### config.mk
export PLATFORM = sky130hd
export DESIGN_NAME = clicker_gesture_decoder
export DESIGN_NICKNAME = d
export VERILOG_FILES = /design/src/rtl/core/cgd_pkg.sv /design/src/rtl/core/cgd_front.sv /design/src/rtl/core/cgd_queue.sv /design/src/rtl/core/cgd_back.sv /design/src/rtl/core/clicker_gesture_decoder.sv
export SDC_FILE = /design/constraint.sdc
export NUM_CORES = 1
export LEC_CHECK = 0
export ABC_CLOCK_PERIOD_IN_PS = 18200
export BUFFER_PORTS_ARGS = -buffer_cell sky130_fd_sc_hd__buf_2
export CELL_PAD_IN_SITES_DETAIL_PLACEMENT = 1
export CELL_PAD_IN_SITES_GLOBAL_PLACEMENT = 2
export CORE_UTILIZATION = 45
export DETAILED_ROUTE_END_ITERATION = 10
export PLACE_DENSITY_LB_ADDON = 0.1
export REMOVE_ABC_BUFFERS = 1
export SKIP_CTS_REPAIR_TIMING = 1
export SYNTH_ARGS = -nofsm -noshare
export SYNTH_HDL_FRONTEND = slang
export SYNTH_SLANG_ARGS = --single-unit
### constraint.sdc
create_clock -name clk -period 18.2 [get_ports clk]
set_input_delay 0.91 -clock clk [delete_from_list [all_inputs] [get_ports clk]]
set_output_delay 0.91 -clock clk [all_outputs]
set_load 0.05 [all_outputs]
### src/rtl/core/cgd_pkg.sv
`default_nettype none

package cgd_pkg;

    // Depth of the queue between the classifier and the executor
    localparam int unsigned CGD_QUEUE_DEPTH = 2;

    localparam logic [11:0] CENTER_POS  = 12'd1904;
    localparam logic [11:0] PHOTO_X     = 12'd1536;
    localparam logic [11:0] PHOTO_Y     = 12'd608;
    localparam logic [11:0] LONG_X      = 12'd2048;
    localparam logic [11:0] LONG_UP_Y   = 12'd784;
    localparam logic [11:0] LONG_DOWN_Y = 12'd2912;

    localparam logic [23:0] GAP_RESET = 24'd1300000;

    localparam logic [9:0] PEN_CODE      = 10'd320;
    localparam logic [9:0] VOL_DOWN_CODE = 10'd114;
    localparam logic [9:0] VOL_UP_CODE   = 10'd115;

    localparam logic [1:0] MODE_X   = 2'd0;
    localparam logic [1:0] MODE_Y   = 2'd1;
    localparam logic [1:0] MODE_KEY = 2'd2;

    localparam logic [11:0] KEY_PRESS = 12'd1;

    typedef logic [3:0] action_t;

    localparam action_t ACT_UP         = 4'd0;
    localparam action_t ACT_DOWN       = 4'd1;
    localparam action_t ACT_LEFT       = 4'd2;
    localparam action_t ACT_RIGHT      = 4'd3;
    localparam action_t ACT_ENTER      = 4'd4;
    localparam action_t ACT_PHOTO      = 4'd5;
    localparam action_t ACT_LONG_UP    = 4'd6;
    localparam action_t ACT_LONG_DOWN  = 4'd7;
    localparam action_t ACT_LONG_LEFT  = 4'd8;
    localparam action_t ACT_LONG_RIGHT = 4'd9;

    typedef enum logic [1:0] {
        EV_X,
        EV_Y,
        EV_KEY
    } ev_kind_t;

    typedef struct packed {
        ev_kind_t    kind;
        logic [11:0] value;
        logic        is_pen;
        logic        is_vol_down;
        logic        is_vol_up;
        logic        is_press;
        logic [39:0] now;
    } cgd_item_t;

endpackage

`default_nettype wire

### src/rtl/core/cgd_front.sv
`default_nettype none

module cgd_front (
    input  wire logic               in_valid,
    output logic                    in_stall,
    input  wire logic [1:0]         mode,
    input  wire logic [11:0]        value,
    input  wire logic [9:0]         key_code,
    input  wire logic [39:0]        timestamp_us,
    input  wire logic               q_full,
    output logic                    push,
    output cgd_pkg::cgd_item_t      push_item
);
    import cgd_pkg::*;

    logic known;

    // classify the item; unused mode codes are taken and dropped here
    always_comb
    begin
        known          = 1'b1;
        push_item.kind = EV_KEY;
        unique case (mode)
            MODE_X:   push_item.kind = EV_X;
            MODE_Y:   push_item.kind = EV_Y;
            MODE_KEY: push_item.kind = EV_KEY;
            default:  known = 1'b0;
        endcase
        push_item.value       = value;
        push_item.is_pen      = (key_code == PEN_CODE);
        push_item.is_vol_down = (key_code == VOL_DOWN_CODE);
        push_item.is_vol_up   = (key_code == VOL_UP_CODE);
        push_item.is_press    = (value == KEY_PRESS);
        push_item.now         = timestamp_us;
    end

    assign in_stall = q_full;
    assign push     = in_valid && !q_full && known;

endmodule

`default_nettype wire

### src/rtl/core/cgd_queue.sv
`default_nettype none

module cgd_queue #(
    parameter int unsigned DEPTH = cgd_pkg::CGD_QUEUE_DEPTH
) (
    input  wire logic               clk,
    input  wire logic               rst_n,
    input  wire logic               push,
    input  wire cgd_pkg::cgd_item_t push_item,
    output logic                    full,
    output logic                    q_valid,
    output cgd_pkg::cgd_item_t      q_item,
    input  wire logic               pop
);
    import cgd_pkg::*;

    localparam int unsigned PW = (DEPTH > 1) ? $clog2(DEPTH) : 1;
    localparam int unsigned CW = $clog2(DEPTH + 1);
    localparam logic [PW-1:0] LAST = PW'(DEPTH - 1);
    localparam logic [CW-1:0] FULL_COUNT = CW'(DEPTH);

    cgd_item_t     entry_reg [DEPTH];
    logic [PW-1:0] wr_ptr_reg, wr_ptr_next;
    logic [PW-1:0] rd_ptr_reg, rd_ptr_next;
    logic [CW-1:0] count_reg, count_next;

    always_comb
    begin
        wr_ptr_next = wr_ptr_reg;
        rd_ptr_next = rd_ptr_reg;
        count_next  = count_reg;
        if (push)
        begin
            wr_ptr_next = (wr_ptr_reg == LAST) ? '0 : wr_ptr_reg + 1'b1;
        end
        if (pop)
        begin
            rd_ptr_next = (rd_ptr_reg == LAST) ? '0 : rd_ptr_reg + 1'b1;
        end
        if (push && !pop)
        begin
            count_next = count_reg + 1'b1;
        end
        else if (pop && !push)
        begin
            count_next = count_reg - 1'b1;
        end
    end

    always_ff @(posedge clk or negedge rst_n)
    begin
        if (!rst_n)
        begin
            wr_ptr_reg <= '0;
            rd_ptr_reg <= '0;
            count_reg  <= '0;
        end
        else
        begin
            wr_ptr_reg <= wr_ptr_next;
            rd_ptr_reg <= rd_ptr_next;
            count_reg  <= count_next;
        end
    end

    always_ff @(posedge clk)
    begin
        if (push)
        begin
            entry_reg[wr_ptr_reg] <= push_item;
        end
    end

    assign full    = (count_reg == FULL_COUNT);
    assign q_valid = (count_reg != '0);
    assign q_item  = entry_reg[rd_ptr_reg];

`ifndef NO_ASSERTIONS
    a_no_overflow: assert property (@(posedge clk) disable iff (!rst_n)
        !(push && full && !pop))
        else $error("queue written while full");
    a_no_underflow: assert property (@(posedge clk) disable iff (!rst_n)
        !(pop && !q_valid))
        else $error("queue read while empty");
    a_count_bound: assert property (@(posedge clk) disable iff (!rst_n)
        count_reg <= FULL_COUNT)
        else $error("queue count beyond depth");
`endif

endmodule

`default_nettype wire

### src/rtl/core/cgd_back.sv
`default_nettype none

module cgd_back (
    input  wire logic               clk,
    input  wire logic               rst_n,
    input  wire logic               q_valid,
    input  wire cgd_pkg::cgd_item_t q_item,
    output logic                    pop,
    input  wire logic               cfg_we,
    input  wire logic [23:0]        cfg_wdata,
    output logic                    out_valid,
    input  wire logic               out_stall,
    output cgd_pkg::action_t        action
);
    import cgd_pkg::*;

    typedef enum logic [2:0] {
        DIR_NONE,
        DIR_UP,
        DIR_DOWN,
        DIR_LEFT,
        DIR_RIGHT
    } dir_t;

    logic [11:0] x_reg, x_next;
    logic [11:0] y_reg, y_next;
    logic [11:0] level_reg, level_next;
    dir_t        dir_reg, dir_next;
    logic [1:0]  latch_reg, latch_next;
    logic [39:0] time_reg [2];
    logic [1:0]  time_we;
    logic [23:0] gap_reg;
    logic        out_valid_reg, out_valid_next;
    action_t     action_reg;

    logic        ready;
    logic        emit;
    action_t     emit_action;
    logic [1:0]  key_match;
    logic [39:0] then_time;
    logic [40:0] diff;
    logic        elapsed;

    assign ready = !out_valid_reg || !out_stall;
    assign pop   = q_valid && ready;

    // only the pressed volume key needs its gap; a borrow means not elapsed
    assign key_match = {q_item.is_vol_up, q_item.is_vol_down};
    assign then_time = time_reg[q_item.is_vol_up];
    assign diff      = {1'b0, q_item.now} - {1'b0, then_time};
    assign elapsed   = !diff[40] && (diff[39:0] >= {16'd0, gap_reg});

    always_comb
    begin
        x_next      = x_reg;
        y_next      = y_reg;
        level_next  = level_reg;
        dir_next    = dir_reg;
        latch_next  = latch_reg;
        time_we     = 2'b00;
        emit        = 1'b0;
        emit_action = ACT_UP;
        if (pop)
        begin
            unique case (q_item.kind)
                EV_X:
                begin
                    if (level_reg != '0)
                    begin
                        if (q_item.value > x_reg)
                            dir_next = DIR_LEFT;
                        else if (q_item.value < x_reg)
                            dir_next = DIR_RIGHT;
                    end
                    x_next = q_item.value;
                end
                EV_Y:
                begin
                    if (level_reg != '0)
                    begin
                        if (q_item.value > y_reg)
                            dir_next = DIR_UP;
                        else if (q_item.value < y_reg)
                            dir_next = DIR_DOWN;
                    end
                    y_next = q_item.value;
                    if (x_reg == LONG_X && level_reg != '0)
                    begin
                        if (q_item.value == LONG_UP_Y)
                        begin
                            emit        = 1'b1;
                            emit_action = ACT_LONG_UP;
                        end
                        else if (q_item.value == LONG_DOWN_Y)
                        begin
                            emit        = 1'b1;
                            emit_action = ACT_LONG_DOWN;
                        end
                    end
                end
                EV_KEY:
                begin
                    if (q_item.is_pen && q_item.value != level_reg)
                    begin
                        level_next = q_item.value;
                        if (q_item.value != '0)
                        begin
                            dir_next = DIR_NONE;
                        end
                        else
                        begin
                            emit = 1'b1;
                            if (x_reg == CENTER_POS && y_reg == CENTER_POS)
                                emit_action = ACT_ENTER;
                            else if (x_reg == PHOTO_X && y_reg == PHOTO_Y)
                                emit_action = ACT_PHOTO;
                            else if (dir_reg == DIR_RIGHT)
                                emit_action = ACT_RIGHT;
                            else if (dir_reg == DIR_LEFT)
                                emit_action = ACT_LEFT;
                            else if (x_reg != LONG_X && dir_reg == DIR_UP)
                                emit_action = ACT_UP;
                            else if (x_reg != LONG_X && dir_reg == DIR_DOWN)
                                emit_action = ACT_DOWN;
                            else
                                emit = 1'b0;
                        end
                    end
                    if (q_item.is_press)
                    begin
                        for (int k = 0; k < 2; k++)
                        begin
                            if (key_match[k])
                            begin
                                if (!(latch_reg[k] && !elapsed) && !emit)
                                begin
                                    emit        = 1'b1;
                                    emit_action = k[0] ? ACT_LONG_RIGHT : ACT_LONG_LEFT;
                                end
                                latch_next[k] = 1'b1;
                                time_we[k]    = 1'b1;
                            end
                            else
                            begin
                                latch_next[k] = 1'b0;
                            end
                        end
                    end
                end
                default:
                begin
                end
            endcase
        end
        out_valid_next = out_valid_reg;
        if (ready)
        begin
            out_valid_next = pop && emit;
        end
    end

    always_ff @(posedge clk or negedge rst_n)
    begin
        if (!rst_n)
        begin
            x_reg         <= CENTER_POS;
            y_reg         <= CENTER_POS;
            level_reg     <= '0;
            dir_reg       <= DIR_NONE;
            latch_reg     <= '0;
            gap_reg       <= GAP_RESET;
            out_valid_reg <= 1'b0;
        end
        else
        begin
            x_reg         <= x_next;
            y_reg         <= y_next;
            level_reg     <= level_next;
            dir_reg       <= dir_next;
            latch_reg     <= latch_next;
            out_valid_reg <= out_valid_next;
            if (cfg_we)
            begin
                gap_reg <= cfg_wdata;
            end
        end
    end

    always_ff @(posedge clk)
    begin
        for (int k = 0; k < 2; k++)
        begin
            if (time_we[k])
            begin
                time_reg[k] <= q_item.now;
            end
        end
        if (pop && emit)
        begin
            action_reg <= emit_action;
        end
    end

    assign out_valid = out_valid_reg;
    assign action    = action_reg;

`ifndef NO_ASSERTIONS
    a_action_range: assert property (@(posedge clk) disable iff (!rst_n)
        out_valid_reg |-> (action_reg <= ACT_LONG_RIGHT))
        else $error("action out of range");
    a_latch_one_key: assert property (@(posedge clk) disable iff (!rst_n)
        $onehot0(latch_reg))
        else $error("both volume latches armed");
    a_hold_stalled: assert property (@(posedge clk) disable iff (!rst_n)
        (out_valid_reg && out_stall) |=> (out_valid_reg && $stable(action_reg)))
        else $error("action changed while stalled");
`endif

endmodule

`default_nettype wire

### src/rtl/core/clicker_gesture_decoder.sv
// Path: an item taken is written into the queue; the executor pops it and registers its action.
// Throughput: one item per cycle while the result side is free; the classifier is
// combinational, the queue and the executor each register one item per cycle.
// A stalled action holds the executor; once both queue entries fill, the input stalls.
// Reset (rst_n low, asynchronous): queue empty, no action pending, position 1904/1904,
// button released, no direction, volume latches clear, gap register 1300000 us.
`default_nettype none

module clicker_gesture_decoder #(
    parameter int unsigned QUEUE_DEPTH = cgd_pkg::CGD_QUEUE_DEPTH
) (
    input  wire logic               clk,
    input  wire logic               rst_n,
    // input item channel
    input  wire logic               in_valid,
    output logic                    in_stall,
    input  wire logic [1:0]         mode,
    input  wire logic [11:0]        value,
    input  wire logic [9:0]         key_code,
    input  wire logic [39:0]        timestamp_us,
    // result item channel
    output logic                    out_valid,
    input  wire logic               out_stall,
    output cgd_pkg::action_t        action,
    // long-repeat gap register, write only
    input  wire logic               cfg_we,
    input  wire logic [23:0]        cfg_wdata
);
    import cgd_pkg::*;

    logic      push;
    cgd_item_t push_item;
    logic      q_full;
    logic      q_valid;
    cgd_item_t q_item;
    logic      pop;

    // Front: take each item and classify it (position axis, pen key, volume key,
    // press); drop unused mode codes so they never reach the executor.
    cgd_front u_front (
        .in_valid     (in_valid),
        .in_stall     (in_stall),
        .mode         (mode),
        .value        (value),
        .key_code     (key_code),
        .timestamp_us (timestamp_us),
        .q_full       (q_full),
        .push         (push),
        .push_item    (push_item)
    );

    // Queue: hold classified items so input acceptance is not tied to the
    // result side; stall the input only when it is full.
    cgd_queue #(
        .DEPTH (QUEUE_DEPTH)
    ) u_queue (
        .clk       (clk),
        .rst_n     (rst_n),
        .push      (push),
        .push_item (push_item),
        .full      (q_full),
        .q_valid   (q_valid),
        .q_item    (q_item),
        .pop       (pop)
    );

    // Back: advance the gesture state one item per cycle, and register the
    // action; pop only when the output register is free or being emptied.
    cgd_back u_back (
        .clk       (clk),
        .rst_n     (rst_n),
        .q_valid   (q_valid),
        .q_item    (q_item),
        .pop       (pop),
        .cfg_we    (cfg_we),
        .cfg_wdata (cfg_wdata),
        .out_valid (out_valid),
        .out_stall (out_stall),
        .action    (action)
    );

endmodule

`default_nettype wire

==> impl_results.md <==
- Status: complete, no violations
- Top-count cell post-synth: edfxtp_1
- Cell Area, Synth: between 10000 and 15000 um2
- Min-Delay Path Class: in2async
- Core ar.: 31600 um2
- PwrDens: 187 nW/um2
- H-Tree Depth: 1
- Syn avg cell area: about 11 um2
- PortBufs: 98
- Area grow syn2layout: 13.4%
- Post-synth ARST share: 25.9%
- Setup TNS: 0 ns
- DRC viols: 0
- Largest register FFs: around 120
- Total track usage: 22.4%
- Starting DRT DRC Count: 569
- CP Class: reg2reg
- Vias: between 10000 and 15000
- Worst-Skew Late Latency: 0.57 ns
- Final Skew: approximately 0.014 ns
- First-pass GRT wire length: 58300 um
- Post-synth top area cell: edfxtp_1
- Starting Density: 45.8%
- Routed vias/inst: 5.65
- DR pass1 iterations: 4
- Placed Area: about 15000 um2
- Worst setup SP type: register
- Final Total Pwr: 3.07 mW
- Worst-Margin Slew: 0.931 ns
- Post-synth top cells: edfxtp_1, nand2_1, ha_1
- Root Driver: clkbuf_16
- Post-route cell area: 16400 um2
- Number of global-route vias before repair: between 10000 and 15000
- Die Area: 32900 um2
- Yosys warns: 0
- VDD IR max: 108 uV
- Share of cells above drive strength 1: 18.9%
- Std cell rows: 65
- Register area share after synthesis: 53.8%
- Area contributors post-synth: edfxtp_1, dfrtp_1, ha_1
- Clock-pin slew on the worst setup and hold paths: 0.06 ns
- Post-Route WL: 35600 um
- Final GP Congestion: 0.869
- Max_cap viols: 0
- Hold Worst Slack: roughly 0.37 ns
- Count of flip-flops with a built-in enable after synthesis: 200
- Num Clock Sinks: 270
- Largest net degree at the start of global routing: 61
- Synth unique cells: 85
- Die Wd: 181 um
- Clock Path Buffers: 3
- Num CTS Buffers: 30
- Main synth FF type: edfxtp_1
- CTS tree: done
- Data arrival time at the worst-slack endpoint: 6.87 ns
- Grt ovf: 0
- Placed cell count: 1720
- Initial antenna violation count: 0
- Final #Nets: 1537
- Overall die height: approximately 180 um
- # diodes: 0
- P_leak: 6.57 nW
- Final setup viols: 0
- Critical Path End Type: register
- #FFs+latches synth: 270
- Max Slew Vio Count: 0
- DP HPWL: 25800 um
- Fin. Hold Viols: 0
- Period utilization: between 30% and 40%
- Antenna-violating nets left: 0
- Data required, critical path: 18.49 ns
- Fmax: between 150 and 200 MHz
- RSZ-0062 raised after global routing: no
- FF-to-FF setup slack: 11.62 ns
- Num ports: 99
- Wire per inst: 20.0 um
- Gate Count Post-Synth: about 1300
- Synth top area share: 41.5%
- Slew HR: 37.9%
- Crit-path max FO: 60
- Finished Layout Cells: 1776
- Final min period: 6.58 ns
power by group:
part | switching (mW) | internal [mW]
registers | 0.0570 | 0.828
logic | 0.962 | 0.579
clock network | 0.266 | 0.378
total | 1.29 | 1.78
area by class of cell:
| cell class | count | area (um2) |
|---|---|---|
| Clock inverter | 26 | 310 |
| Fill cell | 3335 | 15200 |
| Tap cell | 402 | 503 |
| Sequential cell | 270 | 7780 |
| Inverter | 70 | 263 |
| Timing Repair Buffer | 107 | 558 |
| Multi-Input combinational cell | 871 | 6250 |
| Clock buffer | 30 | 751 |
worst paths after layout:
| kind | start | endpoint | cells past startpoint |
|---|---|---|---|
| worst max-delay path | u_queue.rd_ptr_reg | u_back.action[1] | 26 |
| worst min-delay path | rst_n | u_back.gap_reg[0] | 1 |
| worst max register to register | u_queue.rd_ptr_reg | u_back.action[1] | 26 |
| worst min register to register | u_back.latch_reg[0] | u_back.latch_reg[0] | 1 |
| max in group asynchronous | rst_n | u_queue.rd_ptr_reg | 2 |
| min in group clk | u_back.latch_reg[0] | u_back.latch_reg[0] | 1 |
critical path, stage by stage (launching register included):
cell,delay [ns]
dfrtp_2,0.39
buf_4,0.72
mux2_2,0.45
ha_1,0.39
o21a_1,0.24
o2111ai_1,0.17
o21ba_2,0.21
nor2_1,0.18
nor2_1,0.07
nor2_1,0.20
o21ai_0,0.13
and2_1,0.20
o21ai_0,0.15
nand2b_1,0.10
a21boi_0,0.21
xnor2_1,0.10
ha_1,0.20
a2111oi_0,0.28
o221ai_1,0.18
nor3_1,0.24
o211ai_1,0.22
a2111oi_4,0.41
a41oi_1,0.20
nand4b_1,0.15
o211ai_2,0.13
o21ai_2,0.19
nand2_1,0.15
kinds of logic (layout without fill, tap and decap cells):
family,Yosys count,in the layout,share of synthesized area [%]
DFF,270,270,53.8
muxes,106,106,7.75
xor gates and xnor gates,39,39,2.36
AOI/OAI and AO/OA,287,287,12.8
and+or+nand+nor,344,344,11.8
buffers and inverters,119,233,3.28
adders and majority gates,95,95,8.25
layout by cell type (no fill, tap or decap), types with 21 or more instances in the layout:
cell type	count
edfxtp_1	200
inv_1	70
buf_2	98
mux2i_1	56
ha_1	93
o21ai_0	86
mux2_2	49
a21oi_1	85
dfstp_2	21
clkbuf_16	30
dfrtp_1	48
nand2_1	109
nor2_1	74
xnor2_1	27
nor3_1	22
nand4_1	30
stage by stage:
step	utilization (%)	worst slack (ns)
after floorplan	-	8.47
after global placement	48.6	11.78
after detailed placement	48.6	11.62
after CTS	51.9	11.59
after global routing	51.9	10.93
final	51.9	11.62
routing by layer:
metal  up-vias  wire length (um)  GRT usage (%)
met5         -                 0              0
met4         0               767           5.49
met3        48              1210           2.82
met2       184             17100           38.2
met1      4928             16500           30.2
li1       4870                 -              -
Note: power is estimated with default switching activity, not from simulation.
